$ cat config.mk
export PLATFORM = sky130hd
export DESIGN_NAME = dht_mod_unit
export DESIGN_NICKNAME = d
export VERILOG_FILES = /design/src/design/dht_pkg.sv /design/src/design/dht_mod_unit.sv
export SDC_FILE = /design/constraint.sdc
export NUM_CORES = 1
export LEC_CHECK = 0
export BUFFER_PORTS_ARGS = -buffer_cell sky130_fd_sc_hd__buf_4
export CAP_MARGIN = 20
export CORE_ASPECT_RATIO = 0.6
export CORE_MARGIN = 10
export CORE_UTILIZATION = 58
export CTS_BUF_LIST = sky130_fd_sc_hd__clkbuf_16
export CTS_CLUSTER_DIAMETER = 120
export DETAILED_ROUTE_END_ITERATION = 10
export PLACE_DENSITY = 0.92
export SYNTH_ARGS = -nofsm -noshare
export SYNTH_HDL_FRONTEND = slang
export SYNTH_SLANG_ARGS = --single-unit
export TNS_END_PERCENT = 1
$ cat constraint.sdc
create_clock -name clk_i -period 6.1 [get_ports clk_i]
set_input_delay 0.915 -clock clk_i [delete_from_list [all_inputs] [get_ports clk_i]]
set_output_delay 0.915 -clock clk_i [all_outputs]
set_load 0.01 [all_outputs]
$ cat src/design/dht_pkg.sv
// dht_pkg: shared types and constants of the double-hashing table
`timescale 1ns / 1ps

package dht_pkg;

  localparam int unsigned KEY_W      = 32;
  localparam int unsigned MARK_W     = 2;
  localparam int unsigned OP_W       = 2;
  localparam int unsigned STATUS_W   = 2;
  localparam int unsigned CFG_W      = 16;
  localparam int unsigned DIV_W      = 17;
  localparam int unsigned DIVIDEND_W = 32;
  localparam int unsigned DIV_CNT_W  = 4;

  localparam logic [OP_W-1:0] OP_INSERT = 2'd0;
  localparam logic [OP_W-1:0] OP_REMOVE = 2'd1;
  localparam logic [OP_W-1:0] OP_LOOKUP = 2'd2;
  localparam logic [OP_W-1:0] OP_UNUSED = 2'd3;

  localparam logic [STATUS_W-1:0] ST_OK      = 2'd0;
  localparam logic [STATUS_W-1:0] ST_MISSING = 2'd1;
  localparam logic [STATUS_W-1:0] ST_FULL    = 2'd2;

  localparam logic [MARK_W-1:0] MARK_EMPTY   = 2'd0;
  localparam logic [MARK_W-1:0] MARK_LIVE    = 2'd1;
  localparam logic [MARK_W-1:0] MARK_DELETED = 2'd2;

  localparam logic [CFG_W-1:0] CFG_RESET = 16'd1007;

  typedef enum logic [2:0] {
    S_CLEAR,
    S_IDLE,
    S_HOME,
    S_STEP,
    S_RED,
    S_READ,
    S_CHECK,
    S_DONE
  } state_e;

  typedef struct packed {
    logic                  start;
    logic [DIVIDEND_W-1:0] dividend;
    logic [DIV_W-1:0]      divisor;
  } div_req_t;

  typedef struct packed {
    logic             done;
    logic [DIV_W-1:0] rem;
  } div_rsp_t;

endpackage

$ cat src/design/dht_mod_unit.sv
// dht_mod_unit: iterative remainder unit, two quotient bits per cycle
`timescale 1ns / 1ps

module dht_mod_unit
  import dht_pkg::*;
(
  input  logic     clk_i,
  input  logic     rst_ni,
  input  div_req_t req_i,
  output div_rsp_t rsp_o
);

  logic                  busy_q, busy_d;
  logic                  done_q, done_d;
  logic [DIV_CNT_W-1:0]  cnt_q, cnt_d;
  logic [DIVIDEND_W-1:0] dvd_q, dvd_d;
  logic [DIV_W-1:0]      div_q, div_d;
  logic [DIV_W-1:0]      rem_q, rem_d;

  logic [DIV_W:0]   r1, r2;
  logic [DIV_W-1:0] r1n, r2n;

  always_comb begin
    // two restoring steps per cycle
    r1  = {rem_q, dvd_q[DIVIDEND_W-1]};
    r1n = (r1 >= {1'b0, div_q}) ? DIV_W'(r1 - {1'b0, div_q}) : r1[DIV_W-1:0];
    r2  = {r1n, dvd_q[DIVIDEND_W-2]};
    r2n = (r2 >= {1'b0, div_q}) ? DIV_W'(r2 - {1'b0, div_q}) : r2[DIV_W-1:0];

    busy_d = busy_q;
    done_d = 1'b0;
    cnt_d  = cnt_q;
    dvd_d  = dvd_q;
    div_d  = div_q;
    rem_d  = rem_q;
    if (!busy_q && req_i.start) begin
      busy_d = 1'b1;
      cnt_d  = '0;
      dvd_d  = req_i.dividend;
      div_d  = req_i.divisor;
      rem_d  = '0;
    end else if (busy_q) begin
      rem_d = r2n;
      dvd_d = {dvd_q[DIVIDEND_W-3:0], 2'b00};
      cnt_d = cnt_q + 1'b1;
      if (cnt_q == '1) begin
        busy_d = 1'b0;
        done_d = 1'b1;
      end
    end
  end

  always_ff @(posedge clk_i or negedge rst_ni) begin
    if (!rst_ni) begin
      busy_q <= 1'b0;
      done_q <= 1'b0;
      cnt_q  <= '0;
    end else begin
      busy_q <= busy_d;
      done_q <= done_d;
      cnt_q  <= cnt_d;
    end
  end

  always_ff @(posedge clk_i) begin
    dvd_q <= dvd_d;
    div_q <= div_d;
    rem_q <= rem_d;
  end

  assign rsp_o.done = done_q;
  assign rsp_o.rem  = rem_q;

endmodule

==> metrics, run 1 <==
dpl hpwl=10800 um; CP endpoint=rem_q[5]$_SDFFE_PP0P_; DRT Pass-1 Iters=5; Fin Clk Skew=0.00736 ns; total die area=approximately 0.012 mm2; Post-DP Area=0.00538 mm2; Max-cap violations=0; H-tree lvl count=3; Slew Limit Fails=0; Detailed Route Iter0 Violations=about 540; vias in the first global route=~4000; Wirelength per Cell=between 20 and 25 um; multiplexer share of the synthesized area=11.5%; min Tclk post-route=5.70 ns; Post CTS Setup Buffer Count=0; chip width=138 um; TritonCTS Buffers=9; top cell type's share of synthesized area=30.6%; compound-cell area share of the yosys netlist=17.3%; Multi-input gate area=0.00261 mm2; main combinational cell family by area after synthesis=compound AO/OA/AOI/OAI gates; Layout Nets=between 600 and 700; Synth area leaders=edfxtp_1, mux2_2, ha_1; worst reg-to-reg path cell count=20; path category of the worst min-delay check=in2async; worst reg-to-reg setup slack=0.40 ns; Total GRT Usage=22.3%; register area=0.00196 mm2; Post-synth EDFFs=49; post-route cell area=~0.0056 mm2; commonest non-fill, non-tap cell in the layout=buf_4; RSZ-0062 raised after global routing=no; Worst Path Required=6.27 ns; Avg Cell Area, Syn=10.5 um2; share of layout cells above drive strength 1=26.4%; mapped cell area=0.00481 mm2; Die Y=90.5 um; post-synthesis share of cell area spent on xor and xnor gates=4.01%; fill count=561; num rows=25; WL final=13900 um; async set-reset flop share out of synthesis=8.33%; ANT cells=0; endpoints failing setup=0; floorplan core area=0.00798 mm2; Total Neg Setup Slack=0 ns; CP startpoint=dvd_q[31]$_DFFE_PP_; Final Hold Fails=0; Post-Synthesis Cells=459; RD Place Congestion=0.945; post-CTS sizing=0; Vias=4116; critical path type=reg2reg; CP peak stage delay=0.45 ns; Max clock buf depth=2; hold buffers post-CTS=0; Vias/cell=6.45; first-pass GRT wire length=~22000 um; r2r endpoint=rem_q[5]$_SDFFE_PP0P_; YS warnings=0; clock-pin slew on the worst setup and hold paths=0.05 ns; Synthesized Nets=roughly 550; initial core utilization=60.3%; prevailing post-synth register cell=edfxtp_1; largest net degree at the start of global routing=48; Worst EP arrival=5.87 ns; outcome=finished, final reports clean; crit-path cells=inv_1, ha_1, inv_1, fa_1, a211oi_1, o211ai_1, a31oi_1, o21bai_1, a31o_2, mux2_2, ha_1, and3_1, nor4b_1, a31o_2, a221oi_1, o211ai_1, a211oi_4, buf_4, mux2i_1, o22ai_1; CP Max Fanout=29; Port Buffer Count=69; Worst setup SP type=flip-flop; dominant cell type by area after synthesis=edfxtp_1; Crit. End Element=flip-flop; DRC viols=0; Worst slew margin=26.5%; initial antenna violation count=0; clk_lat worst skew=between 0.3 and 0.4 ns; count of cell types in the netlist=between 60 and 70; clk root buf=clkbuf_16; most frequent cells in the layout=buf_4, edfxtp_1, mux2_2; Final ANT Viol Nets=0; Post-Synth Adder-Cell Area=around 9.9%; Fmax=0.176 GHz; Slowest cell on crit path=a31o_2; reg2reg start=dvd_q[31]$_DFFE_PP_; Synth-to-Final Area Change=17.3%; Post-Synth Simple-Gate Area=~11%; CTS tree=yes; Yosys reg bits=72; sequential share of the synthesized area=40.8%; clock sinks=72; Final Cycle Share=93.4%; Final Core Density=70.7%; Worst-Margin Slew=1.10 ns; IO Count=70; GRT overflow=0
==> stage by stage <==
stage	hold WS [ns]	instances	setup WS (ns)
2_1_floorplan	0.475	459	1.34
4_1_cts	0.373	638	0.405
3_3_place_gp	0.494	622	0.733
3_5_place_dp	0.510	622	0.463
6_report	0.379	638	0.403
5_1_grt	0.377	638	0.131
==> layout make-up <==
cell class | count | area share (%)
Multi-Input combinational cell | 334 | 46.3
Sequential cell | 72 | 34.8
Timing Repair Buffer | 72 | 9.59
Clock buffer | 9 | 4.00
Inverter | 36 | 2.40
Tap cell | 108 | 2.40
Clock inverter | 7 | 0.555
==> Yosys cell counts (3+ instances only) <==
library cell / n
a221oi_1: 3
mux2i_1: 6
nand2_1: 29
xor2_1: 6
o311ai_0: 3
o21bai_1: 3
a31oi_1: 3
o211ai_1: 8
a21o_1: 11
a21oi_1: 19
nand4_1: 5
o21ai_0: 20
o21a_1: 7
clkbuf_1: 9
nand2b_1: 4
a31o_2: 6
nand3_1: 17
nor2_1: 19
o31ai_1: 3
dfxtp_1: 17
ha_1: 35
inv_1: 36
o41ai_1: 3
or3_1: 4
mux2_2: 41
and2_1: 3
xnor2_1: 16
o22ai_1: 3
dfrtp_1: 6
a211oi_1: 4
buf_6: 5
and3_1: 11
a211o_1: 3
edfxtp_1: 49
nor3_1: 9
==> worst min-delay path by stage <==
stage                      endpoint  depth (start not counted)
6_report       cnt_q[0]$_DFFE_PN0P_                          1
3_3_place_gp   cnt_q[0]$_DFFE_PN0P_                          1
3_5_place_dp   cnt_q[0]$_DFFE_PN0P_                          1
2_1_floorplan  cnt_q[0]$_DFFE_PN0P_                          1
4_1_cts        cnt_q[0]$_DFFE_PN0P_                          1
5_1_grt        cnt_q[0]$_DFFE_PN0P_                          1
==> registers in the layout, indices dropped and copies added, names as in the netlist <==
signal and flops:
rem_q 17, cnt_q 4, done_q 1, busy_q 1, dvd_q 32, div_q 17
==> worst max-delay path: cells and delay by family, from the launching register on <==
kind,cells,cell delay [ns]
compound gates,10,2.75
fa+ha+maj,3,0.94
mux,2,0.62
buf+inv,3,0.48
simple gates,2,0.40
flops,1,0.35
==> metal layers <==
metal	GRT usage (%)	vias up	part of all wire, %
met1	31.6	1965	43
met2	31.2	271	43
met5	0	-	0
met3	9.17	21	14
li1	-	1859	-
met4	3.41	0	0.73
==> cell families after synthesis <==
group	after synthesis
AOI/OAI and AO/OA	116
and+or+nand+nor	110
DFF	72
buffers and inverters	53
muxes	49
adders and majority gates	37
xor gates and xnor gates	22
Power of run 1 is left out: the tool's default activity adds up to more than one toggle a clock period on the data nets, which glitch-free logic cannot reach.
==> inputs of run 2 (changes only) <==
CORE_UTILIZATION = 33   (was 58)
PLACE_DENSITY = 0.62   (was 0.92)
==> metrics, run 2 (same netlist as run 1, synthesis figures left out) <==
CTS tree=yes; IO Count=70 (unchanged); Worst slew margin=43.1% (+17 points); Worst-Margin Slew=0.853 ns (-0.246 ns); Die Y=113 um (+25%); Worst Path Required=6.29 ns (+0.02 ns); Port Buffer Count=69 (unchanged); DRC viols=0 (unchanged); Worst setup SP type=flip-flop; Layout Nets=618 (+0.65%); TritonCTS Buffers=9 (unchanged); largest registers=dvd_q (32), div_q (17), rem_q (17); Crit. End Element=flip-flop; min Tclk post-route=5.59 ns (-0.111 ns); Final Hold Fails=0 (unchanged); reg2reg start=div_q[0]$_DFFE_PP_; dpl hpwl=10000 um (-6.7%); worst reg-to-reg path cell count=19 (-5.0%); RD Place Congestion=0.941 (-0.45%); WL final=13100 um (-5.8%); Max-cap violations=0 (unchanged); Levels on crit path=19 (-5.0%); worst reg-to-reg setup slack=0.51 ns (+0.11 ns); number of flip-flops in the largest register=32 (unchanged); first-pass GRT wire length=21200 um (-2.3%); critical path type=reg2reg; GRT overflow=0 (unchanged); Max clock buf depth=2 (unchanged); CP Max Fanout=23 (-21%); ANT cells=0 (unchanged); share of layout cells above drive strength 1=27.2% (+0.74 points); num rows=34 (+36%); Vias/cell=5.26 (-19%); Final ANT Viol Nets=0 (unchanged); chip width=176 um (+28%); Worst EP arrival=5.78 ns (-0.09 ns); r2r endpoint=rem_q[5]$_SDFFE_PP0P_; vias in the first global route=3894 (-2.9%); commonest non-fill, non-tap cell in the layout=buf_4; initial core utilization=33.4% (-27 points); floorplan core area=0.0144 mm2 (+80%); outcome=finished, final reports clean; Total Neg Setup Slack=0 ns (unchanged); Detailed Route Iter0 Violations=355 (-34%); clock sinks=72 (unchanged); Wirelength per Cell=17.9 um (-18%); clk root buf=clkbuf_16; critical path's top delay family=compound AO/OA/AOI/OAI gates; Slowest cell on crit path=a31o_1; clk_lat worst skew=0.34 ns (about the same); Synth-to-Final Area Change=21.4%; RSZ-0062 raised after global routing=no; largest net degree at the start of global routing=41 (-15%); Fmax=0.179 GHz (+2.0%); CP startpoint=div_q[0]$_DFFE_PP_; Buffers & Inverters on Critical Path=2 (-1); endpoints failing setup=0 (unchanged); Final Cycle Share=91.6% (-1.8 points); path category of the worst min-delay check=in2async; most frequent cells in the layout=buf_4, edfxtp_1, mux2_2; H-tree lvl count=3 (unchanged); initial antenna violation count=0 (unchanged); crit-path cells=ha_1, inv_1, fa_1, a211oi_2, o211ai_1, a31oi_1, o21bai_1, a31o_1, mux2_2, ha_1, a211oi_1, o21ai_0, o211ai_1, a21oi_1, and3_1, a211oi_4, buf_12, mux2i_1, o22ai_1; clock-pin slew on the worst setup and hold paths=0.06 ns (about the same); Reg with most FFs=dvd_q; Fin Clk Skew=0.00756 ns (+0.000205 ns); Slew Limit Fails=0 (unchanged); DRT Pass-1 Iters=5 (unchanged); total die area=0.0200 mm2 (+60%); Vias=3848 (-6.5%); CP peak stage delay=0.61 ns (+0.16 ns); CP endpoint=rem_q[5]$_SDFFE_PP0P_; Total GRT Usage=13.2% (-9.1 points)
run 2: cell count changes in the layout (fill, tap and decap cells not counted), moves of 2 or more:
| cell | delta |
|---|---|
| clkinvlp_4 | +2 |
| inv_6 | +2 |
| clkinv_2 | -4 |
| buf_4 | +3 |
run 2: routing by layer:
metal / share of wire, % / global-route usage, % / vias to the layer above
met5: 0 / 0 / -
met4: 1.3 / 3.43 / 0
met3: 6.0 / 3.27 / 20
met2: 42 / 19.5 / 122
met1: 51 / 18.7 / 1836
li1: - / - / 1870
run 2: repair_timing:
item / CTS / global route
endpoints found under the setup margin: 0 / 7
resized for setup: 0 / 1
buffers inserted: 0 / 0
hold buffers: 0 / 0
run 2: worst min-delay path by stage:
stage,to,from
2_1_floorplan,cnt_q[0]$_DFFE_PN0P_,cnt_q[0]$_DFFE_PN0P_
3_3_place_gp,cnt_q[0]$_DFFE_PN0P_,cnt_q[0]$_DFFE_PN0P_
3_5_place_dp,cnt_q[0]$_DFFE_PN0P_,cnt_q[0]$_DFFE_PN0P_
4_1_cts,done_q$_DFF_PN0_,rst_ni
5_1_grt,done_q$_DFF_PN0_,rst_ni
6_report,done_q$_DFF_PN0_,rst_ni
run 2: layout make-up:
class / count / area [um2]
multi-input cells: 334 / 2610
well taps: 198 / 248
repair buffers: 76 / 583
inverters: 36 / 135
clock inverters: 7 / 70.1
fillers: 1446 / 8540
clock buffers: 9 / 225
flip-flops and latches: 72 / 1960
run 2: worst reg2reg max path, cell delays in order, from the launching register on:
cell and delay, ns:
edfxtp_1 0.41, ha_1 0.22, inv_1 0.07, fa_1 0.23, a211oi_2 0.11, o211ai_1 0.32
a31oi_1 0.17, o21bai_1 0.31, a31o_1 0.61, mux2_2 0.44, ha_1 0.36, a211oi_1 0.29
o21ai_0 0.14, o211ai_1 0.34, a21oi_1 0.20, and3_1 0.24, a211oi_4 0.39, buf_12 0.24
mux2i_1 0.27, o22ai_1 0.10
run 2: per-stage QoR:
stage | instances | instance area [um2] | worst slack (ns) | util, % | hold slack [ns]
floorplan | 459 | 4810 | 1.34 | - | 0.475
global placement | 716 | 5540 | 0.632 | 38.5 | 0.494
detailed placement | 716 | 5540 | 0.528 | 38.5 | 0.526
CTS | 732 | 5830 | 0.470 | 40.5 | 0.363
global route | 732 | 5840 | 0.100 | 40.6 | 0.367
finish | 732 | 5840 | 0.513 | 40.6 | 0.366
Power of run 2 is left out for the same reason.
