File: src/design/dht_pkg.sv
// dht_pkg: shared types and constants of the double-hashing table
`timescale 1ns / 1ps

package dht_pkg;

  localparam int unsigned KEY_W      = 32;
  localparam int unsigned MARK_W     = 2;
  localparam int unsigned OP_W       = 2;
  localparam int unsigned STATUS_W   = 2;
  localparam int unsigned CFG_W      = 16;
  localparam int unsigned DIV_W      = 17;
  localparam int unsigned DIVIDEND_W = 32;
  localparam int unsigned DIV_CNT_W  = 4;

  localparam logic [OP_W-1:0] OP_INSERT = 2'd0;
  localparam logic [OP_W-1:0] OP_REMOVE = 2'd1;
  localparam logic [OP_W-1:0] OP_LOOKUP = 2'd2;
  localparam logic [OP_W-1:0] OP_UNUSED = 2'd3;

  localparam logic [STATUS_W-1:0] ST_OK      = 2'd0;
  localparam logic [STATUS_W-1:0] ST_MISSING = 2'd1;
  localparam logic [STATUS_W-1:0] ST_FULL    = 2'd2;

  localparam logic [MARK_W-1:0] MARK_EMPTY   = 2'd0;
  localparam logic [MARK_W-1:0] MARK_LIVE    = 2'd1;
  localparam logic [MARK_W-1:0] MARK_DELETED = 2'd2;

  localparam logic [CFG_W-1:0] CFG_RESET = 16'd1007;

  typedef enum logic [2:0] {
    S_CLEAR,
    S_IDLE,
    S_HOME,
    S_STEP,
    S_RED,
    S_READ,
    S_CHECK,
    S_DONE
  } state_e;

  typedef struct packed {
    logic                  start;
    logic [DIVIDEND_W-1:0] dividend;
    logic [DIV_W-1:0]      divisor;
  } div_req_t;

  typedef struct packed {
    logic             done;
    logic [DIV_W-1:0] rem;
  } div_rsp_t;

endpackage

File: src/design/dht_in_if.sv
// dht_in_if: request channel carrying opcode, key and value
`timescale 1ns / 1ps

interface dht_in_if #(
  parameter int unsigned VALUE_WIDTH = 32
);
  logic                   valid;
  logic                   ready;
  logic [1:0]             opcode;
  logic [31:0]            key;
  logic [VALUE_WIDTH-1:0] value;

  modport source (output valid, output opcode, output key, output value, input ready);
  modport sink   (input valid, input opcode, input key, input value, output ready);
endinterface

File: src/design/dht_out_if.sv
// dht_out_if: response channel carrying status and read value
`timescale 1ns / 1ps

interface dht_out_if #(
  parameter int unsigned VALUE_WIDTH = 32
);
  logic                   valid;
  logic                   ready;
  logic [1:0]             status;
  logic [VALUE_WIDTH-1:0] read_value;

  modport source (output valid, output status, output read_value, input ready);
  modport sink   (input valid, input status, input read_value, output ready);
endinterface

File: src/design/dht_ctrl.sv
// dht_ctrl: sequencer for hashing, probing and result delivery
`timescale 1ns / 1ps

module dht_ctrl
  import dht_pkg::*;
#(
  parameter int unsigned TABLE_DEPTH = 1024,
  parameter int unsigned VALUE_WIDTH = 32,
  parameter int unsigned IDX_W       = 10,
  parameter int unsigned WORD_W      = 66
) (
  input  logic              clk_i,
  input  logic              rst_ni,
  input  logic [DIV_W-1:0]  step_div_i,
  dht_in_if.sink            in_if,
  dht_out_if.source         out_if,
  output div_req_t          div_req_o,
  input  div_rsp_t          div_rsp_i,
  output logic              mem_we_o,
  output logic [IDX_W-1:0]  mem_waddr_o,
  output logic [WORD_W-1:0] mem_wdata_o,
  output logic [IDX_W-1:0]  mem_raddr_o,
  input  logic [WORD_W-1:0] mem_rdata_i
);

  localparam logic [DIV_W-1:0] DEPTH_DIV  = DIV_W'(TABLE_DEPTH);
  localparam logic [IDX_W:0]   DEPTH_SUM  = (IDX_W+1)'(TABLE_DEPTH);
  localparam logic [IDX_W-1:0] LAST_IDX   = IDX_W'(TABLE_DEPTH - 1);
  // power-of-two depth: remainders by the depth are plain bit masks
  localparam bit               DEPTH_POW2 = ((TABLE_DEPTH & (TABLE_DEPTH - 1)) == 0);

  state_e state_q, state_d;

  logic [OP_W-1:0]        op_q, op_d;
  logic [KEY_W-1:0]       key_q, key_d;
  logic [VALUE_WIDTH-1:0] val_q, val_d;
  logic [IDX_W-1:0]       idx_q, idx_d;
  logic [IDX_W-1:0]       step_q, step_d;
  logic [IDX_W-1:0]       cnt_q, cnt_d;
  logic [STATUS_W-1:0]    res_st_q, res_st_d;
  logic [VALUE_WIDTH-1:0] res_val_q, res_val_d;
  logic                   out_valid_q, out_valid_d;
  logic [STATUS_W-1:0]    out_st_q, out_st_d;
  logic [VALUE_WIDTH-1:0] out_val_q, out_val_d;

  logic [IDX_W:0]         sum;
  logic [IDX_W-1:0]       idx_nxt;
  logic [DIV_W-1:0]       step_full;
  logic [MARK_W-1:0]      rd_mark;
  logic [KEY_W-1:0]       rd_key;
  logic [VALUE_WIDTH-1:0] rd_val;
  logic                   hit;

  assign rd_mark = mem_rdata_i[WORD_W-1 -: MARK_W];
  assign rd_key  = mem_rdata_i[VALUE_WIDTH +: KEY_W];
  assign rd_val  = mem_rdata_i[VALUE_WIDTH-1:0];

  // next probe slot, both terms below the depth
  assign sum     = {1'b0, idx_q} + {1'b0, step_q};
  assign idx_nxt = (sum >= DEPTH_SUM) ? IDX_W'(sum - DEPTH_SUM) : sum[IDX_W-1:0];

  assign step_full = step_div_i - div_rsp_i.rem;
  assign hit       = (rd_mark == MARK_LIVE) && (rd_key == key_q);

  always_comb begin
    state_d     = state_q;
    op_d        = op_q;
    key_d       = key_q;
    val_d       = val_q;
    idx_d       = idx_q;
    step_d      = step_q;
    cnt_d       = cnt_q;
    res_st_d    = res_st_q;
    res_val_d   = res_val_q;
    out_valid_d = out_valid_q && !out_if.ready;
    out_st_d    = out_st_q;
    out_val_d   = out_val_q;

    div_req_o   = '{start: 1'b0, dividend: '0, divisor: DEPTH_DIV};
    mem_we_o    = 1'b0;
    mem_waddr_o = idx_q;
    mem_wdata_o = {MARK_EMPTY, key_q, val_q};
    mem_raddr_o = idx_q;
    in_if.ready = 1'b0;

    case (state_q)
      S_CLEAR: begin
        mem_we_o    = 1'b1;
        mem_wdata_o = '0;
        idx_d       = idx_q + 1'b1;
        if (idx_q == LAST_IDX) begin
          idx_d   = '0;
          state_d = S_IDLE;
        end
      end
      S_IDLE: begin
        in_if.ready = 1'b1;
        if (in_if.valid) begin
          op_d      = in_if.opcode;
          key_d     = in_if.key;
          val_d     = in_if.value;
          cnt_d     = '0;
          res_val_d = '0;
          if (in_if.opcode == OP_UNUSED) begin
            res_st_d = ST_MISSING;
            state_d  = S_DONE;
          end else if (DEPTH_POW2) begin
            idx_d     = in_if.key[IDX_W-1:0];
            div_req_o = '{start: 1'b1, dividend: in_if.key, divisor: step_div_i};
            state_d   = S_STEP;
          end else begin
            div_req_o = '{start: 1'b1, dividend: in_if.key, divisor: DEPTH_DIV};
            state_d   = S_HOME;
          end
        end
      end
      S_HOME: begin
        if (div_rsp_i.done) begin
          idx_d     = div_rsp_i.rem[IDX_W-1:0];
          div_req_o = '{start: 1'b1, dividend: key_q, divisor: step_div_i};
          state_d   = S_STEP;
        end
      end
      S_STEP: begin
        if (div_rsp_i.done) begin
          if (step_full < DEPTH_DIV) begin
            step_d  = step_full[IDX_W-1:0];
            state_d = S_READ;
          end else if (DEPTH_POW2) begin
            step_d  = step_full[IDX_W-1:0];
            state_d = S_READ;
          end else begin
            div_req_o = '{start: 1'b1, dividend: DIVIDEND_W'(step_full),
                          divisor: DEPTH_DIV};
            state_d   = S_RED;
          end
        end
      end
      S_RED: begin
        if (div_rsp_i.done) begin
          step_d  = div_rsp_i.rem[IDX_W-1:0];
          state_d = S_READ;
        end
      end
      S_READ: begin
        state_d = S_CHECK;
      end
      S_CHECK: begin
        mem_raddr_o = idx_nxt;
        if ((op_q == OP_INSERT) && (rd_mark != MARK_LIVE)) begin
          mem_we_o    = 1'b1;
          mem_wdata_o = {MARK_LIVE, key_q, val_q};
          res_st_d    = ST_OK;
          state_d     = S_DONE;
        end else if ((op_q != OP_INSERT) && (rd_mark == MARK_EMPTY)) begin
          res_st_d = ST_MISSING;
          state_d  = S_DONE;
        end else if ((op_q != OP_INSERT) && hit) begin
          res_st_d = ST_OK;
          state_d  = S_DONE;
          if (op_q == OP_REMOVE) begin
            mem_we_o    = 1'b1;
            mem_wdata_o = {MARK_DELETED, rd_key, rd_val};
          end else begin
            res_val_d = rd_val;
          end
        end else if (cnt_q == LAST_IDX) begin
          res_st_d = (op_q == OP_INSERT) ? ST_FULL : ST_MISSING;
          state_d  = S_DONE;
        end else begin
          cnt_d = cnt_q + 1'b1;
          idx_d = idx_nxt;
        end
      end
      S_DONE: begin
        if (!out_valid_q || out_if.ready) begin
          out_valid_d = 1'b1;
          out_st_d    = res_st_q;
          out_val_d   = res_val_q;
          state_d     = S_IDLE;
        end
      end
      default: begin
        state_d = S_IDLE;
      end
    endcase
  end

  always_ff @(posedge clk_i or negedge rst_ni) begin
    if (!rst_ni) begin
      state_q     <= S_CLEAR;
      idx_q       <= '0;
      cnt_q       <= '0;
      out_valid_q <= 1'b0;
    end else begin
      state_q     <= state_d;
      idx_q       <= idx_d;
      cnt_q       <= cnt_d;
      out_valid_q <= out_valid_d;
    end
  end

  always_ff @(posedge clk_i) begin
    op_q      <= op_d;
    key_q     <= key_d;
    val_q     <= val_d;
    step_q    <= step_d;
    res_st_q  <= res_st_d;
    res_val_q <= res_val_d;
    out_st_q  <= out_st_d;
    out_val_q <= out_val_d;
  end

  assign out_if.valid      = out_valid_q;
  assign out_if.status     = out_st_q;
  assign out_if.read_value = out_val_q;

endmodule

File: src/flat_wrapper.sv
// flat-port wrapper written by rule: the top's interface ports become plain ports
module dht_ctrl_flat import dht_pkg::*;
#(
  parameter int unsigned TABLE_DEPTH = 1024,
  parameter int unsigned VALUE_WIDTH = 32,
  parameter int unsigned IDX_W       = 10,
  parameter int unsigned WORD_W      = 66
)
  (clk_i, rst_ni, step_div_i, div_req_o, div_rsp_i, mem_we_o, mem_waddr_o, mem_wdata_o, mem_raddr_o, mem_rdata_i, in_if_valid, in_if_opcode, in_if_key, in_if_value, in_if_ready, out_if_valid, out_if_status, out_if_read_value, out_if_ready);
  dht_in_if #(.VALUE_WIDTH(VALUE_WIDTH)) in_if_i ();
  dht_out_if #(.VALUE_WIDTH(VALUE_WIDTH)) out_if_i ();
  input  logic clk_i;
  input  logic rst_ni;
  input  logic [DIV_W-1:0] step_div_i;
  output div_req_t div_req_o;
  input  div_rsp_t div_rsp_i;
  output logic mem_we_o;
  output logic [IDX_W-1:0] mem_waddr_o;
  output logic [WORD_W-1:0] mem_wdata_o;
  output logic [IDX_W-1:0] mem_raddr_o;
  input  logic [WORD_W-1:0] mem_rdata_i;
  input wire logic [$bits(in_if_i.valid)-1:0] in_if_valid;
  input wire logic [$bits(in_if_i.opcode)-1:0] in_if_opcode;
  input wire logic [$bits(in_if_i.key)-1:0] in_if_key;
  input wire logic [$bits(in_if_i.value)-1:0] in_if_value;
  output wire logic [$bits(in_if_i.ready)-1:0] in_if_ready;
  output wire logic [$bits(out_if_i.valid)-1:0] out_if_valid;
  output wire logic [$bits(out_if_i.status)-1:0] out_if_status;
  output wire logic [$bits(out_if_i.read_value)-1:0] out_if_read_value;
  input wire logic [$bits(out_if_i.ready)-1:0] out_if_ready;
  assign in_if_i.valid = in_if_valid;
  assign in_if_i.opcode = in_if_opcode;
  assign in_if_i.key = in_if_key;
  assign in_if_i.value = in_if_value;
  assign in_if_ready = in_if_i.ready;
  assign out_if_valid = out_if_i.valid;
  assign out_if_status = out_if_i.status;
  assign out_if_read_value = out_if_i.read_value;
  assign out_if_i.ready = out_if_ready;
  dht_ctrl #(.TABLE_DEPTH(TABLE_DEPTH), .VALUE_WIDTH(VALUE_WIDTH), .IDX_W(IDX_W), .WORD_W(WORD_W)) u_core (.clk_i(clk_i), .rst_ni(rst_ni), .step_div_i(step_div_i), .in_if(in_if_i), .out_if(out_if_i), .div_req_o(div_req_o), .div_rsp_i(div_rsp_i), .mem_we_o(mem_we_o), .mem_waddr_o(mem_waddr_o), .mem_wdata_o(mem_wdata_o), .mem_raddr_o(mem_raddr_o), .mem_rdata_i(mem_rdata_i));
endmodule
File: config.mk
export PLATFORM = sky130hd
export DESIGN_NAME = dht_ctrl_flat
export DESIGN_NICKNAME = d
export VERILOG_FILES = /design/src/design/dht_pkg.sv /design/src/design/dht_in_if.sv /design/src/design/dht_out_if.sv /design/src/design/dht_ctrl.sv /design/src/flat_wrapper.sv
export SDC_FILE = /design/constraint.sdc
export NUM_CORES = 1
export LEC_CHECK = 0
export BUFFER_PORTS_ARGS = -buffer_cell sky130_fd_sc_hd__clkbuf_2
export CORE_ASPECT_RATIO = 1.2
export CORE_UTILIZATION = 37
export CTS_CLUSTER_SIZE = 28
export DETAILED_ROUTE_END_ITERATION = 10
export PLACE_DENSITY = 0.63
export SYNTH_ARGS = -nofsm -noshare
export SYNTH_HDL_FRONTEND = slang
export SYNTH_SLANG_ARGS = --single-unit
File: constraint.sdc
create_clock -name clk_i -period 3.8 [get_ports clk_i]
set_input_delay 0.76 -clock clk_i [delete_from_list [all_inputs] [get_ports clk_i]]
set_output_delay 0.76 -clock clk_i [all_outputs]
set_load 0.01 [all_outputs]
==> results of run 1 <==
-- report_power, final --
group | switching [W] | internal, W | total, W
clock network | 0.000743 | 0.000903 | 0.00165
registers | 0.0000000000000000000440 | 0.00199 | 0.00199
logic | 0.000109 | 0.000108 | 0.000217
total | 0.000852 | 0.00300 | 0.00386
-- cell usage in the layout (no fill, tap or decap), types with 9 or more instances in the layout --
cell,Yosys,final
nand2_1,66,66
nand3_1,12,11
nor2b_1,51,50
and3_1,43,43
inv_1,19,18
xnor2_1,22,22
edfxtp_1,144,144
nand2b_1,9,9
clkbuf_2,0,336
o21ai_1,30,30
nor2_1,37,34
and2_1,35,35
clkbuf_16,0,17
xor2_1,27,27
dfrtp_1,24,23
a21oi_1,81,80
a22o_1,40,40
buf_4,0,18
ha_1,20,20
o21ai_0,31,31
-- metrics by stage --
| stage | hold slack [ns] | std cells | setup WS [ns] | power [W] | cell area [um2] |
|---|---|---|---|---|---|
| detailed placement | 0.405 | 1465 | 0.173 | 0.00225 | 11200 |
| CTS | 0.357 | 1497 | 0.0668 | 0.00389 | 11700 |
| global placement | 0.400 | 1465 | 0.196 | 0.00224 | 11200 |
| global route | 0.389 | 1497 | 0.00239 | 0.00397 | 11800 |
| finish | 0.356 | 1497 | 0.190 | 0.00386 | 11800 |
| floorplan | 0.400 | 836 | 0.667 | 0.00212 | 9080 |
-- Yosys cell counts, types with 3 or more instances --
master    number
o31ai_1        4
nor2b_1       51
and2_1        35
nor3_1         5
and3_1        43
o221ai_1       4
a21oi_1       81
nand2b_1       9
nand3b_1       3
a22o_1        40
clkbuf_1      40
nor4_1         9
a21o_1         3
xnor2_1       22
nor2_1        37
buf_2          7
inv_1         19
o21ai_0       31
edfxtp_1     144
a22oi_1        6
nand3_1       12
o21ai_1       30
dfrtp_1       24
nand2_1       66
a31oi_1        5
ha_1          20
o21a_1         6
xor2_1        27
mux2i_1        4
or3_1          4
nor4_4         4
-- how the worst min path moves through the flow --
stage | from | endpoint | slack (ns) | cells after the start
2_1_floorplan | u_core.res_val_q[0]$_SDFFCE_PN0P_ | u_core.out_if.read_value[0]$_DFFE_PP_ | 0.40 | 0
3_5_place_dp | u_core.res_val_q[26]$_SDFFCE_PN0P_ | u_core.out_if.read_value[26]$_DFFE_PP_ | 0.40 | 0
6_report | rst_ni | u_core.mem_waddr_o[4]$_DFFE_PN0P_ | 0.36 | 1
4_1_cts | rst_ni | u_core.state_q[1]$_DFFE_PN0P_ | 0.36 | 1
3_3_place_gp | u_core.res_val_q[22]$_SDFFCE_PN0P_ | u_core.out_if.read_value[22]$_DFFE_PP_ | 0.40 | 0
5_1_grt | rst_ni | u_core.mem_waddr_o[5]$_DFFE_PN0P_ | 0.39 | 1
-- area by class of cell --
class / instances / area (um2)
timing repair buffer: 357 / 1880
sequential: 168 / 4930
clock inverter: 14 / 123
clock buffer: 18 / 429
inverter: 21 / 78.8
fill: 2271 / 12300
tap: 320 / 400
multi-input combinational: 599 / 3950
-- registers in the layout, indices dropped and copies added, names as in the netlist, 3 cells and up --
signal                    count
u_core.val_q                 32
u_core.state_q                3
u_core.step_q                10
u_core.res_val_q             32
u_core.cnt_q                 10
u_core.key_q                 32
u_core.mem_waddr_o           10
u_core.out_if.read_value     32
-- metal layers --
metal | wire (um) | vias to the layer above
met1 | 11600 | 3691
li1 | - | 3746
met4 | 642 | 6
met2 | 13400 | 251
met5 | 36 | -
met3 | 1510 | 40
-- logic make-up (layout without fill, tap and decap cells) --
kind of cell,Yosys count,after routing,share of synthesized area
AOI/OAI and AO/OA,232,232,0.161
xor gates and xnor gates,49,49,0.0473
adders and majority gates,22,22,0.0320
buffers and inverters,69,410,0.0295
DFF,168,168,0.542
muxes,5,5,0.00565
and+or+nand+nor,291,291,0.182
-- what timing repair did --
item                       CTS  global route
hold buffers                 0             0
resized for setup            0             6
setup endpoints to repair    0            33
==> metrics.md, run 1 <==
| Metric | Value |
|---|---|
| Reg2reg setup slack | `0.95 ns` |
| Outcome | `completed` |
| M1 GR Usage | `0.267` |
| First-pass GRT wire length | `41400 um` |
| Clock latency on the worst-skew pair | `roughly 0.44 ns` |
| Ant diodes | `0` |
| Delay-heaviest family, CP | `simple AND/OR/NAND/NOR gates` |
| Met2 Resource Use GR | `0.367` |
| Initial Utilization | `0.378` |
| Relative slew slack | `0.208` |
| Max-slew violations | `0` |
| Port Buffer Count | `336` |
| Pin count of the biggest net entering global routing | `68` |
| Worst setup endpoint | `mem_wdata_o[12]` |
| Fin. Hold Viols | `0` |
| GR peak layer | `met2` |
| CP required | `3.04 ns` |
| RSZ-0062 raised after global routing | `false` |
| DR DRC count | `0` |
| Rows | `62` |
| Reg clk slew, reported paths | `0.07 ns` |
| Initial DRT Pass Iterations | `5` |
| Startpoint types | `register` |
| Detailed-placement wirelength estimate | `20400 um` |
| Post-synth cell types | `60` |
| Chip Width | `145 um` |
| Async SR Flop Fraction | `0.143` |
| # Post-CTS Setup Buffers | `0` |
| Yosys top cell by area | `edfxtp_1` |
| Worst r2r src | `u_core.state_q[2]$_DFFE_PN0P_` |
| Worst min-delay path class | `in -> async` |
| GRT overflow | `0` |
| NumNets Final | `~1400` |
| WP data arrival | `2.85 ns` |
| Endpoints failing setup | `0` |
| Post-DRT Antenna Nets | `0` |
| H-tree Lvls | `4` |
| CP bufs+invs | `2` |
| Syn Inst Count | `836` |
| Synthesized cell area | `9080 um2` |
| Gr usage total | `0.215` |
| Vias in the first global route | `7291` |
| Count of yosys warnings during synthesis | `0` |
| Top FF cell, synth | `edfxtp_1` |
| Worst path slowest cell | `edfxtp_1` |
| Clock buffer count from CTS | `17` |
| Synth top area share | `0.476` |
| Worst-path maximum fanout | `32` |
| Die H | `174 um` |
| Critical path class | `reg -> out` |
| Setup total negative slack | `0 ns` |
| GPL Wtd Cong | `0.891` |
| Core area | `24000 um2` |
| Reg-to-reg endpoint | `u_core.cnt_q[6]$_DFFE_PN0P_` |
| CP endpoint kind | `primary output` |
| Pleak | `5.22 nW` |
| Crit-path cells | `xor2_1 > nor4_4 > nand4_4 > nor4_4 > buf_12 > and2_1 > a21oi_1 > a21oi_1 > clkbuf_2` |
| I/O Pins | `344` |
| Post-synth EDFFs | `144` |
| Stages on worst setup path | `9` |
| Final Skew | `0.0138 ns` |
| Clock buffer depth | `2` |
| Minimum clock period | `3.61 ns` |
| Max stage delay on crit path | `0.44 ns` |
| Pwr per Cell Area | `327 nW/um2` |
| Syn nets | `1029` |
| Worst Reg-to-Reg Cells | `6` |
| Die area | `~25000 um2` |
| Root Driver | `clkbuf_16` |
| Post-Route WL | `about 27000 um` |
| CTS tree | `yes` |
| DR vias | `around 7700` |
| Setup crit start | `u_core.key_q[28]$_DFFE_PP_` |
| Fmax | `about 280 MHz` |
| Via-to-Cell Ratio | `between 5 and 6` |
| GR Util met3 | `0.0413` |
| Drt wl/cell | `18.2 um` |
| Clock sink count | `168` |
| Maxcap violations | `0` |
| Max rail drop VDD | `0.000296 V` |
| Period utilization | `0.950` |
| Share of post-route cells with drive strength above 1 | `0.347` |
| Core occupancy in the finished layout | `0.490` |
| Post-Syn Area per Cell | `10.9 um2` |
| Area grow syn2layout | `29.8%` |
| Synth top area cells | `edfxtp_1 (48%), dfrtp_1 (6.6%), a21oi_1 (4.5%)` |
| #FFs+latches synth | `168` |
| Part of the Yosys area used for sequential elements | `0.542` |
| Slew @ Worst Pin | `between 1 and 1.5 ns` |
| Initial antenna violation count | `3` |
| Drt initial violations | `a little over 400` |
Note: power is estimated with default switching activity, not from simulation.
==> run 2, diff against run 1 <==
--- a/config.mk
+++ b/config.mk
@@ -5,7 +5,9 @@
 export SDC_FILE = /design/constraint.sdc
 export NUM_CORES = 1
 export LEC_CHECK = 0
+export ABC_AREA = 1
 export BUFFER_PORTS_ARGS = -buffer_cell sky130_fd_sc_hd__clkbuf_2
+export CAP_MARGIN = 30
 export CORE_ASPECT_RATIO = 1.2
 export CORE_UTILIZATION = 37
 export CTS_CLUSTER_SIZE = 28
==> metrics.md, run 2 <==
| Metric | Value |
|---|---|
| Vias in the first global route | `8104` |
| Minimum clock period | `3.37 ns` |
| CTS tree | `yes` |
| Pin count of the biggest net entering global routing | `68` |
| Maxcap violations | `0` |
| CP bufs+invs | `3` |
| Post-CTS Hold Fix Bufs | `0` |
| Setup total negative slack | `0 ns` |
| Port Buffer Count | `336` |
| Via-to-Cell Ratio | `approximately 4.8` |
| Startpoint types | `register` |
| Area grow syn2layout | `28.7%` |
| Worst path slowest cell | `buf_4` |
| Max-slew violations | `0` |
| Part of the Yosys area used for sequential elements | `0.533` |
| Total power | `0.00776 W` |
| Fmax | `between 200 and 300 MHz` |
| Delay-heaviest family, CP | `simple AND/OR/NAND/NOR gates` |
| GPL Wtd Cong | `0.914` |
| Max stage delay on crit path | `0.37 ns` |
| H-tree Lvls | `4` |
| Placement-stage cell area | `roughly 11000 um2` |
| WP data arrival | `2.61 ns` |
| Rows | `between 60 and 70` |
| Slew @ Worst Pin | `0.985 ns` |
| Post-synth EDFFs | `~140` |
| Post-route design area | `11900 um2` |
| # Post-CTS Setup Buffers | `0` |
| Most frequent cells in the layout | `clkbuf_2 (336), nand2_1 (303), inv_1 (163), edfxtp_1 (144), nor2_1 (97)` |
| CP endpoint kind | `primary output` |
| Syn nets | `between 1000 and 1500` |
| Clock sink count | `between 150 and 200` |
| DR DRC count | `0` |
| Drt initial violations | `542` |
| Pwr per Cell Area | `652 nW/um2` |
| Synth top area share | `0.468` |
| Worst-path maximum fanout | `32` |
| Top FF cell, synth | `edfxtp_1` |
| Post-Route WL | `28100 um` |
| Post-Syn Area per Cell | `between 8 and 9 um2` |
| DR vias | `8470` |
| Synthesized cell area | `9250 um2` |
| Die area | `about 26000 um2` |
| Async SR Flop Fraction | `0.143` |
| Crit-path cells | `inv_1 > o21ai_0 > nor2_1 > nand3_1 > nor2_1 > nand3_4 > nor2_8 > buf_4 > nand3_1 > nand2_1 > clkbuf_2` |
| Drt wl/cell | `approximately 16 um` |
| Root Driver | `clkbuf_16` |
| Die H | `between 150 and 200 um` |
| NumNets Final | `between 1500 and 2000` |
| Yosys top cell by area | `edfxtp_1` |
| #FFs+latches synth | `168` |
| Initial DRT Pass Iterations | `5` |
| CP required | `3.04 ns` |
| Clock buffer depth | `2` |
| Relative slew slack | `0.341` |
| I/O Pins | `roughly 340` |
| Critical path class | `reg -> out` |
| Post-synth top cells | `nand2_1 (303), inv_1 (163), edfxtp_1 (144)` |
| Clock latency on the worst-skew pair | `between 0.4 and 0.5 ns` |
| Post-DRT Antenna Nets | `0` |
| Resize count post-CTS | `0` |
| Pleak | `5.94 nW` |
| Fin. Hold Viols | `0` |
| GRT overflow | `0` |
| RSZ-0062 raised after global routing | `false` |
| Worst min-delay path class | `in -> async` |
| Initial Utilization | `0.376` |
| Endpoints failing setup | `0` |
| Reg clk slew, reported paths | `0.07 ns` |
| Syn Inst Count | `between 1000 and 1500` |
| Period utilization | `0.886` |
| Detailed-placement wirelength estimate | `21400 um` |
| Ant diodes | `0` |
| Count of yosys warnings during synthesis | `0` |
| Post-synth cell types | `40` |
| Clock buffer count from CTS | `17` |
| Share of post-route cells with drive strength above 1 | `0.285` |
| Core area | `roughly 25000 um2` |
| Gr usage total | `0.222` |
| Leading cell type in the layout, fill and taps excluded | `clkbuf_2` |
| Chip Width | `146 um` |
| Outcome | `completed` |
| Max rail drop VDD | `0.000329 V` |
| First-pass GRT wire length | `43700 um` |
| Initial antenna violation count | `0` |
| Final Skew | `0.0145 ns` |
| Synth top area cells | `edfxtp_1 (47%), nand2_1 (12%), inv_1 (6.6%)` |
| Most frequent cell after synthesis | `nand2_1` |
-- run 2: cell count changes in the layout (fill, tap and decap cells not counted), sizes merged, moves of 13 or more --
cell   change
and2      -35
and3      -43
inv      +157
nor4      -13
nand2    +243
nand3     +77
a21oi     -32
nor2      +70
nor2b     -51
a22o      -40
-- run 2: area by class of cell --
cell class                      instances  area, um2
Fill cell                            2435      12700
Clock inverter                         14        158
Clock buffer                           17        425
Timing Repair Buffer                  350       1810
Sequential cell                       168       4920
Multi-Input combinational cell        715       3530
Tap cell                              325        407
Inverter                              173        649
-- run 2: through the flow --
step,utilization,setup slack [ns],hold WS (ns),instances
2_1_floorplan,-,0.314,0.400,1090
4_1_cts,0.484,0.392,0.354,1762
5_1_grt,0.484,0.206,0.396,1762
3_5_place_dp,0.460,0.492,0.405,1731
3_3_place_gp,0.459,0.521,0.400,1730
6_report,0.484,0.432,0.349,1762
-- run 2: report_power, final --
part / internal (W) / switching (W) / total, W
Combinational: 0.00109 / 0.00214 / 0.00323
Clock: 0.000929 / 0.000789 / 0.00172
Sequential: 0.00258 / 0.000237 / 0.00281
-- run 2: cell families after synthesis --
logic type,Yosys count,synth area share
buf+inv,207,0.0891
flops,168,0.533
fa+ha+maj,22,0.0314
simple gates,531,0.243
xor+xnor,25,0.0237
compound gates,137,0.0807
-- run 2: metal layers --
layer  vias to the layer above  GRT usage  part of all wire
li1                       4227          -                 -
met1                      3852      0.271              0.41
met2                       353      0.391              0.50
met3                        38     0.0428             0.064
met4                         0     0.0738             0.024
met5                         -          0                 0
-- run 2: final timing paths --
check                                                  start                               endpoint  slack (ns)  cells after the start
min in group clk_i         u_core.res_val_q[0]$_SDFFCE_PN0P_  u_core.out_if.read_value[0]$_DFFE_PP_        0.42                      0
setup / recovery                   u_core.key_q[5]$_DFFE_PP_                         mem_wdata_o[6]        0.43                     11
hold / removal                                        rst_ni      u_core.mem_waddr_o[8]$_DFFE_PN0P_        0.35                      1
hold reg to reg            u_core.res_val_q[0]$_SDFFCE_PN0P_  u_core.out_if.read_value[0]$_DFFE_PP_        0.42                      0
max in group asynchronous                             rst_ni            u_core.cnt_q[1]$_DFFE_PN0P_        3.01                      1
setup reg to reg               u_core.state_q[2]$_DFFE_PN0P_     u_core.res_val_q[29]$_SDFFCE_PN0P_        0.84                      7
==> run 3, diff against run 2 <==
--- a/config.mk
+++ b/config.mk
@@ -9,6 +9,7 @@
 export BUFFER_PORTS_ARGS = -buffer_cell sky130_fd_sc_hd__clkbuf_2
 export CAP_MARGIN = 30
 export CORE_ASPECT_RATIO = 1.2
+export CORE_MARGIN = 5
 export CORE_UTILIZATION = 37
 export CTS_CLUSTER_SIZE = 28
 export DETAILED_ROUTE_END_ITERATION = 10
==> metrics.md, run 3 (synthesized netlist as in run 2, its figures left out) <==
| Metric | Value |
|---|---|
| Outcome | `completed` |
| Drt initial violations | `roughly 410` |
| Final non-filler cell total | `approximately 1800` |
| Initial Utilization | `0.375` |
| Gr usage total | `0.202` |
| Post-DRT Antenna Nets | `0` |
| Reg-to-reg endpoint | `u_core.res_val_q[28]$_SDFFCE_PN0P_` |
| H-tree Lvls | `4` |
| WP data arrival | `roughly 2.8 ns` |
| Area grow syn2layout | `29.3%` |
| Resize count post-CTS | `0` |
| Root Driver | `clkbuf_16` |
| Chip Width | `154 um` |
| Via-to-Cell Ratio | `roughly 4.8` |
| GR peak layer | `met2` |
| GR Util met3 | `0.0397` |
| Pwr per Cell Area | `657 nW/um2` |
| Die area | `between 20000 and 30000 um2` |
| Pleak | `around 6.0 nW` |
| Pre-CTS WS | `0.326 ns` |
| Clock buffer count from CTS | `17` |
| Clock buffer depth | `2` |
| Die H | `183 um` |
| DR DRC count | `0` |
| Maxcap violations | `0` |
| I/O Pins | `344` |
| # Post-CTS Setup Buffers | `0` |
| Share of post-route cells with drive strength above 1 | `0.284` |
| Slew @ Worst Pin | `around 1.0 ns` |
| Vias in the first global route | `between 8000 and 9000` |
| RSZ-0062 raised after global routing | `false` |
| Post-CTS Hold Fix Bufs | `0` |
| Endpoints failing setup | `0` |
| Worst r2r src | `u_core.state_q[2]$_DFFE_PN0P_` |
| CP required | `3.04 ns` |
| Reg clk slew, reported paths | `0.09 ns` |
| Most frequent cells in the layout | `clkbuf_2 (336), nand2_1 (303), inv_1 (163), edfxtp_1 (144), nor2_1 (97)` |
| Setup total negative slack | `0 ns` |
| Max rail drop VDD | `0.000332 V` |
| Drt wl/cell | `16.6 um` |
| Worst min-delay path class | `in -> async` |
| Fin. Hold Viols | `0` |
| Clock latency on the worst-skew pair | `0.44 ns` |
| Critical path class | `reg -> out` |
| DR vias | `roughly 8500` |
| Post-Route WL | `~29000 um` |
| Period utilization | `0.929` |
| Initial DRT Pass Iterations | `8` |
| Leading cell type in the layout, fill and taps excluded | `clkbuf_2` |
| M1 GR Usage | `0.252` |
| Detailed-placement wirelength estimate | `22800 um` |
| NumNets Final | `about 1600` |
| Core area | `24700 um2` |
| GPL Wtd Cong | `0.929` |
| Reg2reg setup slack | `roughly 0.95 ns` |
| Worst-path maximum fanout | `34` |
| CTS tree | `yes` |
| Pin count of the biggest net entering global routing | `68` |
| DP Cell Count | `1729` |
| Port Buffer Count | `between 300 and 400` |
| Startpoint types | `register` |
| Rows | `63` |
| First-pass GRT wire length | `44900 um` |
| Minimum clock period | `3.53 ns` |
| Max-slew violations | `0` |
| Ant diodes | `0` |
| Clock sink count | `168` |
| CP endpoint kind | `primary output` |
| Setup slack after layout | `0.270 ns` |
| Met2 Resource Use GR | `0.341` |
| Relative slew slack | `0.325` |
| Worst Reg-to-Reg Cells | `7` |
| Initial antenna violation count | `0` |
| Final Skew | `around 0.023 ns` |
| Fmax | `283 MHz` |
| GRT overflow | `0` |
| Core occupancy in the finished layout | `0.484` |
run 3: changes by cell type in the layout (fill, tap and decap cells not counted), sizes merged:
cell / change
clkinvlp: -5
clkinv: +6
inv: +1
bufinv: -1
buf: -2
run 3: power breakdown:
group	leakage (nW)	internal, W	switching, W
clock network	0.305	0.000920	0.000897
logic	4.03	0.00109	0.00213
registers	1.64	0.00257	0.000247
run 3: layout make-up:
class,count,area (um2)
multi-input combinational,715,3530
sequential,168,4920
inverter,173,649
clock inverter,15,214
fill,2370,12700
clock buffer,17,425
timing repair buffer,348,1800
tap,325,407
run 3: metrics by stage:
stage	hold WS, ns	power, W	instance area (um2)
after floorplan	0.400	0.00478	9260
after global placement	0.400	0.00602	11300
after detailed placement	0.405	0.00609	11300
after CTS	0.342	0.00793	12000
after global routing	0.377	0.00839	12000
final	0.327	0.00785	12000
run 3: worst max-delay path by stage:
stage | startpoint | end | cells after the start
after floorplan | in_if_valid | u_core.res_val_q[0]$_SDFFCE_PN0P_ | 4
after CTS | u_core.state_q[1]$_DFFE_PN0P_ | div_req_o[17] | 9
final | u_core.key_q[2]$_DFFE_PP_ | mem_wdata_o[16] | 11
after global placement | mem_rdata_i[52] | mem_wdata_o[16] | 15
after detailed placement | mem_rdata_i[34] | mem_wdata_o[16] | 12
after global routing | u_core.key_q[2]$_DFFE_PP_ | mem_wdata_o[16] | 11
run 3: metal layers:
layer / vias up / share of wire
met2: 380 / 0.48
met3: 57 / 0.076
li1: 4225 / -
met1: 3877 / 0.41
met5: - / 0
met4: 0 / 0.034
run 3: critical path, cell delays in order (launching register included):
cell and delay (ns):
edfxtp_1 0.42, xnor2_1 0.28, nand2_1 0.11, nor2_1 0.12
nand2_1 0.11, nor2_2 0.16, nand3_4 0.13, nor2_8 0.28
nand2_4 0.31, nand3_1 0.16, nand2_1 0.09, clkbuf_2 0.14
